File: config.mk
export PLATFORM = sky130hd
export DESIGN_NAME = ght_front
export DESIGN_NICKNAME = d
export VERILOG_FILES = /design/src/rtl/core/ght_pkg.sv /design/src/rtl/core/ght_front.sv
export SDC_FILE = /design/constraint.sdc
export NUM_CORES = 1
export LEC_CHECK = 0
export BUFFER_PORTS_ARGS = -buffer_cell sky130_fd_sc_hd__buf_4
export CELL_PAD_IN_SITES_DETAIL_PLACEMENT = 1
export CELL_PAD_IN_SITES_GLOBAL_PLACEMENT = 2
export CORE_MARGIN = 2
export CORE_UTILIZATION = 30
export DETAILED_ROUTE_END_ITERATION = 10
export PLACE_DENSITY = 0.77
export SLEW_MARGIN = 20
export SYNTH_ARGS = -nofsm -noshare
export SYNTH_HDL_FRONTEND = slang
export SYNTH_SLANG_ARGS = --single-unit
File: constraint.sdc
create_clock -name clk -period 6 [get_ports clk]
set_input_delay 0.3 -clock clk [delete_from_list [all_inputs] [get_ports clk]]
set_output_delay 0.3 -clock clk [all_outputs]
set_load 0.01 [all_outputs]
File: src/rtl/core/ght_pkg.sv
// shared types, codes and field widths of the generational handle table
`default_nettype none

package ght_pkg;

    // field widths of the request and result ports
    localparam int MODE_W      = 2;
    localparam int CTX_W       = 32;
    localparam int HIDX_W      = 32;
    localparam int GEN_W       = 32;
    localparam int PAYLOAD_W   = 32;
    localparam int STATUS_W    = 2;
    localparam int OUT_INDEX_W = 10;

    // context register value after reset
    localparam logic [CTX_W-1:0] CTX_RESET = 32'd1;

    // request queue between front and back
    localparam int Q_DEPTH = 2;
    localparam int Q_PTR_W = $clog2(Q_DEPTH);
    localparam int Q_CNT_W = $clog2(Q_DEPTH + 1);

    // operation codes
    localparam logic [MODE_W-1:0] MODE_ALLOC   = 2'd0;
    localparam logic [MODE_W-1:0] MODE_LOOKUP  = 2'd1;
    localparam logic [MODE_W-1:0] MODE_RELEASE = 2'd2;

    // status codes
    localparam logic [STATUS_W-1:0] ST_OK      = 2'd0;
    localparam logic [STATUS_W-1:0] ST_FOREIGN = 2'd1;
    localparam logic [STATUS_W-1:0] ST_INVALID = 2'd2;
    localparam logic [STATUS_W-1:0] ST_FULL    = 2'd3;

    // one classified request waiting for the back end
    typedef struct packed {
        logic [MODE_W-1:0]    mode;
        logic                 foreign;
        logic [HIDX_W-1:0]    handle_index;
        logic [GEN_W-1:0]     generation;
        logic [PAYLOAD_W-1:0] payload;
    } entry_t;

    // one result word
    typedef struct packed {
        logic [STATUS_W-1:0]    status;
        logic [OUT_INDEX_W-1:0] index;
        logic [GEN_W-1:0]       generation;
        logic [PAYLOAD_W-1:0]   payload;
    } result_t;

endpackage

`default_nettype wire

File: src/rtl/core/ght_front.sv
// front end: request acceptance, context check and request queue
`default_nettype none

module ght_front import ght_pkg::*; (
    input  wire logic                 clk,
    input  wire logic                 rst_n,
    input  wire logic                 start,
    input  wire logic [MODE_W-1:0]    mode,
    input  wire logic [CTX_W-1:0]     handle_context,
    input  wire logic [HIDX_W-1:0]    handle_index,
    input  wire logic [GEN_W-1:0]     handle_generation,
    input  wire logic [PAYLOAD_W-1:0] new_payload,
    input  wire logic [CTX_W-1:0]     table_context_id,
    input  wire logic                 pop,
    output logic                      busy,
    output logic                      head_valid,
    output entry_t                    head
);

    entry_t               q_reg [Q_DEPTH];
    logic [Q_PTR_W-1:0]   wr_ptr_reg;
    logic [Q_PTR_W-1:0]   wr_ptr_next;
    logic [Q_PTR_W-1:0]   rd_ptr_reg;
    logic [Q_PTR_W-1:0]   rd_ptr_next;
    logic [Q_CNT_W-1:0]   count_reg;
    logic [Q_CNT_W-1:0]   count_next;
    logic                 push;
    entry_t               incoming;

    assign busy       = (count_reg == Q_CNT_W'(Q_DEPTH));
    assign head_valid = (count_reg != '0);
    assign push       = start && !busy;
    assign head       = q_reg[rd_ptr_reg];

    // classify: the context is compared for every request; only handle operations act on the flag
    always_comb
    begin
        incoming.mode         = mode;
        incoming.foreign      = (handle_context != table_context_id);
        incoming.handle_index = handle_index;
        incoming.generation   = handle_generation;
        incoming.payload      = new_payload;
    end

    always_comb
    begin
        wr_ptr_next = wr_ptr_reg;
        rd_ptr_next = rd_ptr_reg;
        count_next  = count_reg;
        if (push)
        begin
            wr_ptr_next = wr_ptr_reg + Q_PTR_W'(1);
        end
        if (pop)
        begin
            rd_ptr_next = rd_ptr_reg + Q_PTR_W'(1);
        end
        if (push && !pop)
        begin
            count_next = count_reg + Q_CNT_W'(1);
        end
        else if (pop && !push)
        begin
            count_next = count_reg - Q_CNT_W'(1);
        end
    end

    always_ff @(posedge clk or negedge rst_n)
    begin
        if (!rst_n)
        begin
            wr_ptr_reg <= '0;
            rd_ptr_reg <= '0;
            count_reg  <= '0;
        end
        else
        begin
            wr_ptr_reg <= wr_ptr_next;
            rd_ptr_reg <= rd_ptr_next;
            count_reg  <= count_next;
        end
    end

    always_ff @(posedge clk)
    begin
        if (push)
        begin
            q_reg[wr_ptr_reg] <= incoming;
        end
    end

endmodule

`default_nettype wire

==> run summary <==
The effective utilization at floorplan is 0.3047. The final layout contains about 900 nets. The number of flip-flops under the largest register name came out at 198. Ranked by total cell area, the synthesized netlist is headed by edfxtp_1 (73%), mux2_4 (18%), xnor2_1 (3.6%). The met3 wire length came out at 1.303 mm. The detailed-route DRC error count came out at 0. The clock tree buffer depth is 3.

The number of top-level pins came out at 267. The post-synthesis compound-gate area fraction came to 0. The weighted congestion at the end of routability-driven global placement is 0.7922.

In this run the number of H-tree levels came out at 1. The post-synthesis area per instance came out at 22.13 sq um. The element type at the critical path end is a flop. The highest metal layer carrying signal wires in the routed design is met4. The number of sinks on the clock net is around 200. In the routed layout, each cell is associated on average with a via count of 4.264. Synthesis produced a netlist with a net count of about 540. The count of standard-cell rows came out at 60. The path class of the tightest hold or removal check is in2async. The slew at the pin closest to its max-slew limit is 1.012 ns. Dividing total power by cell area gives a power density of 430.0 nW/um^2. The number of maximum-capacitance violations came out at 0. The number of max-slew violations in the final report came out at 0. For this block, wires on met1 add up to 7.791 mm. The floorplan step defined a die boundary enclosing 28630 sq um. By area, the combinational part of the netlist is dominated by multiplexers. The number of vias after detailed routing is approximately 4700. The arrival time at the worst endpoint is just under 3 ns.

Summed over all layers, the global routing overflow is 0. Clock-pin slew was measured on the worst setup and hold paths at 0.06 ns. The mux share of post-synthesis cell area is 0.1815. The width of the chip came out at 169.2 um. The top cell type's share of synthesized area is 0.7262. The register-to-register setup slack is 3.16 ns.

The final routed wire length divided by cell count is 17.29 um. Synthesis inferred just over 200 register bits. The finished cells cover between 10000 and 15000 sq um. The count of different cell masters after synthesis is 16. The flow ran to the end, and the final reports show no timing, DRC or antenna violations.

The number of global-route vias before repair came out at 5285. In this run the cell area measured after placement is 10470 sq um. The maximum frequency from static timing analysis came out at 352.0 MHz. The core footprint came out at 26880 sq um. The detailed placer's ending HPWL is approximately 13 mm.

The number of hold violations in the final report is 0. The simple-gate share of the synthesized area came out at 0.01177. Setup repair after global routing left no endpoint under its margin. The first global-routing pass estimated approximately 29 mm of wire. The routed wire length is 19.20 mm. Once the clock tree was built, the setup fixing pass inserted 0 buffers.

The worst setup path is launched from a flop. For the final database, setup skew stands at 0.01403 ns. The routed design uses 9.735 mm of met2 wire. CTS placed an instance of clkbuf_16 at the clock tree root.

The max-slew headroom at the worst pin is 0.3254. Buffers inserted during clock tree synthesis total 22. The post-synthesis sequential area ratio came out at 0.7384. Of the total synthesized cell area, the portion taken by XOR and XNOR cells is 0.03958. The ratio of final minimum period to clock period came out at 0.4735.

The peak supply drop came out at 0.0002273 V. The kind of critical path is reg2reg. The count of input and output buffers is 266. The final setup violation count came out at 0. Measured along the y axis, the die boundary spans 169.2 um. In the global route stage, overall resource usage came out at 0.1285.

Synthesis handed over a netlist of 370 instances. The number of warnings reported in the yosys synthesis log came out at 0. The minimum period implied by the final worst setup slack came out at 2.841 ns.

Data on the critical path is required at its endpoint by 6.11 ns. TritonCTS built the clock tree. The post-route antenna net violation count came out at 0. The ratio of cells with drive above 1 in the final layout is 0.5260. The maximum number of pins on one net before global-route repair came out at 73.

The count of routing violations after the opening detailed-route iteration is 217. Clock latency on the worst-skew pair, taken at its later pin, is 0.50 ns. After synthesis the cells add up to 8188 sq um. The post-route setup TNS is 0 ns. The post-synthesis share of cell area spent on full adders, half adders and majority gates is 0.001528. Summed over all instances, the cell type with the most area after synthesis is edfxtp_1. In this run the worst path has a maximum fanout of 67. The leakage power is 4.906 nW. The area growth from synthesis to layout is 48.91%.

The total iterations of the first detailed-routing run came out at 4. The number of antenna violations at the first check in global routing is 1.
-- kinds of logic after synthesis --
kind of cell,Yosys count
DFF,202
muxes,99
xor gates and xnor gates,37
and+or+nand+nor,17
buffers and inverters,14
adders and majority gates,1
-- cell type report --
cell class | instances | area, sq um
Fill cell | 2635 | 14680
Sequential cell | 202 | 6050
Timing Repair Buffer | 370 | 3048
Multi-Input combinational cell | 154 | 1932
Clock buffer | 23 | 575.6
Tap cell | 341 | 426.7
Clock inverter | 16 | 147.6
Inverter | 3 | 11.26
Antenna cell | 1 | 2.502
-- placed cells by master (no fill, tap or decap) --
master and n:
and3_4 1, buf_16 1, buf_4 269, bufinv_16 3, clkbuf_16 23, clkinv_1 8
clkinv_2 4, clkinvlp_4 1, dfrtp_1 3, dfrtp_4 1, diode_2 1, dlygate4sd3_1 100
edfxtp_1 198, ha_1 1, inv_1 3, mux2_4 99, nand2_1 2, nand2b_1 1
nand4_1 8, nor2_1 1, nor2_4 1, nor4_1 2, or2_2 1, xnor2_1 34
xor2_1 3
-- cell usage after synthesis (all sizes together) --
cell and number:
xor2 3, mux2 99, or2 1, nor4 2
nand2b 1, nand2 2, dfrtp 4, inv 3
xnor2 34, and3 1, buf 11, nand4 8
nor2 2, edfxtp 198, ha 1
-- stage by stage --
step                hold slack (ns)  cells  setup slack [ns]    util  power [mW]
finish                       0.1586   1110             3.159  0.4537       5.243
global route                 0.1631   1110             2.930  0.4537       5.481
CTS                          0.1507   1109             3.071  0.4536       5.333
detailed placement           0.1010    970             3.097  0.3894       3.906
global placement             0.1005    969             3.191  0.3884       3.843
floorplan                  0.004409    370            0.6981       -       3.269
-- routing by layer --
| layer | vias to the layer above | GRT usage |
|---|---|---|
| met5 | - | 0 |
| met4 | 0 | 0.03679 |
| met2 | 204 | 0.2321 |
| met3 | 33 | 0.02682 |
| li1 | 2208 | - |
| met1 | 2288 | 0.1547 |
-- path summary, 6_finish.rpt --
kind                         startpoint            to  depth (start not counted)
hold / removal                    rst_n    rd_ptr_reg                          2
max in group asynchronous         rst_n    rd_ptr_reg                          2
min in group clk                  start    wr_ptr_reg                          3
hold reg to reg            count_reg[1]  count_reg[1]                          1
setup reg to reg           count_reg[0]  q_reg[0][59]                          4
setup / recovery           count_reg[0]  q_reg[0][59]                          4
-- worst max-delay path, stage by stage, from the launching register on --
cell and delay, ns:
dfrtp_1 0.41, nand2b_1 0.18, nand2_1 0.15, nor2_4 0.76, buf_4 0.88
-- power breakdown --
part	switching, mW	internal, mW
combinational	0.783	1.03
clock	0.527	0.818
sequential	0.148	1.94
-- what timing repair did --
| action | CTS | global route |
|---|---|---|
| hold endpoints to repair | 201 | 0 |
| gates resized for setup | 0 | 0 |
| hold buffers | 100 | 0 |
Power figures use the tool's default switching activity.
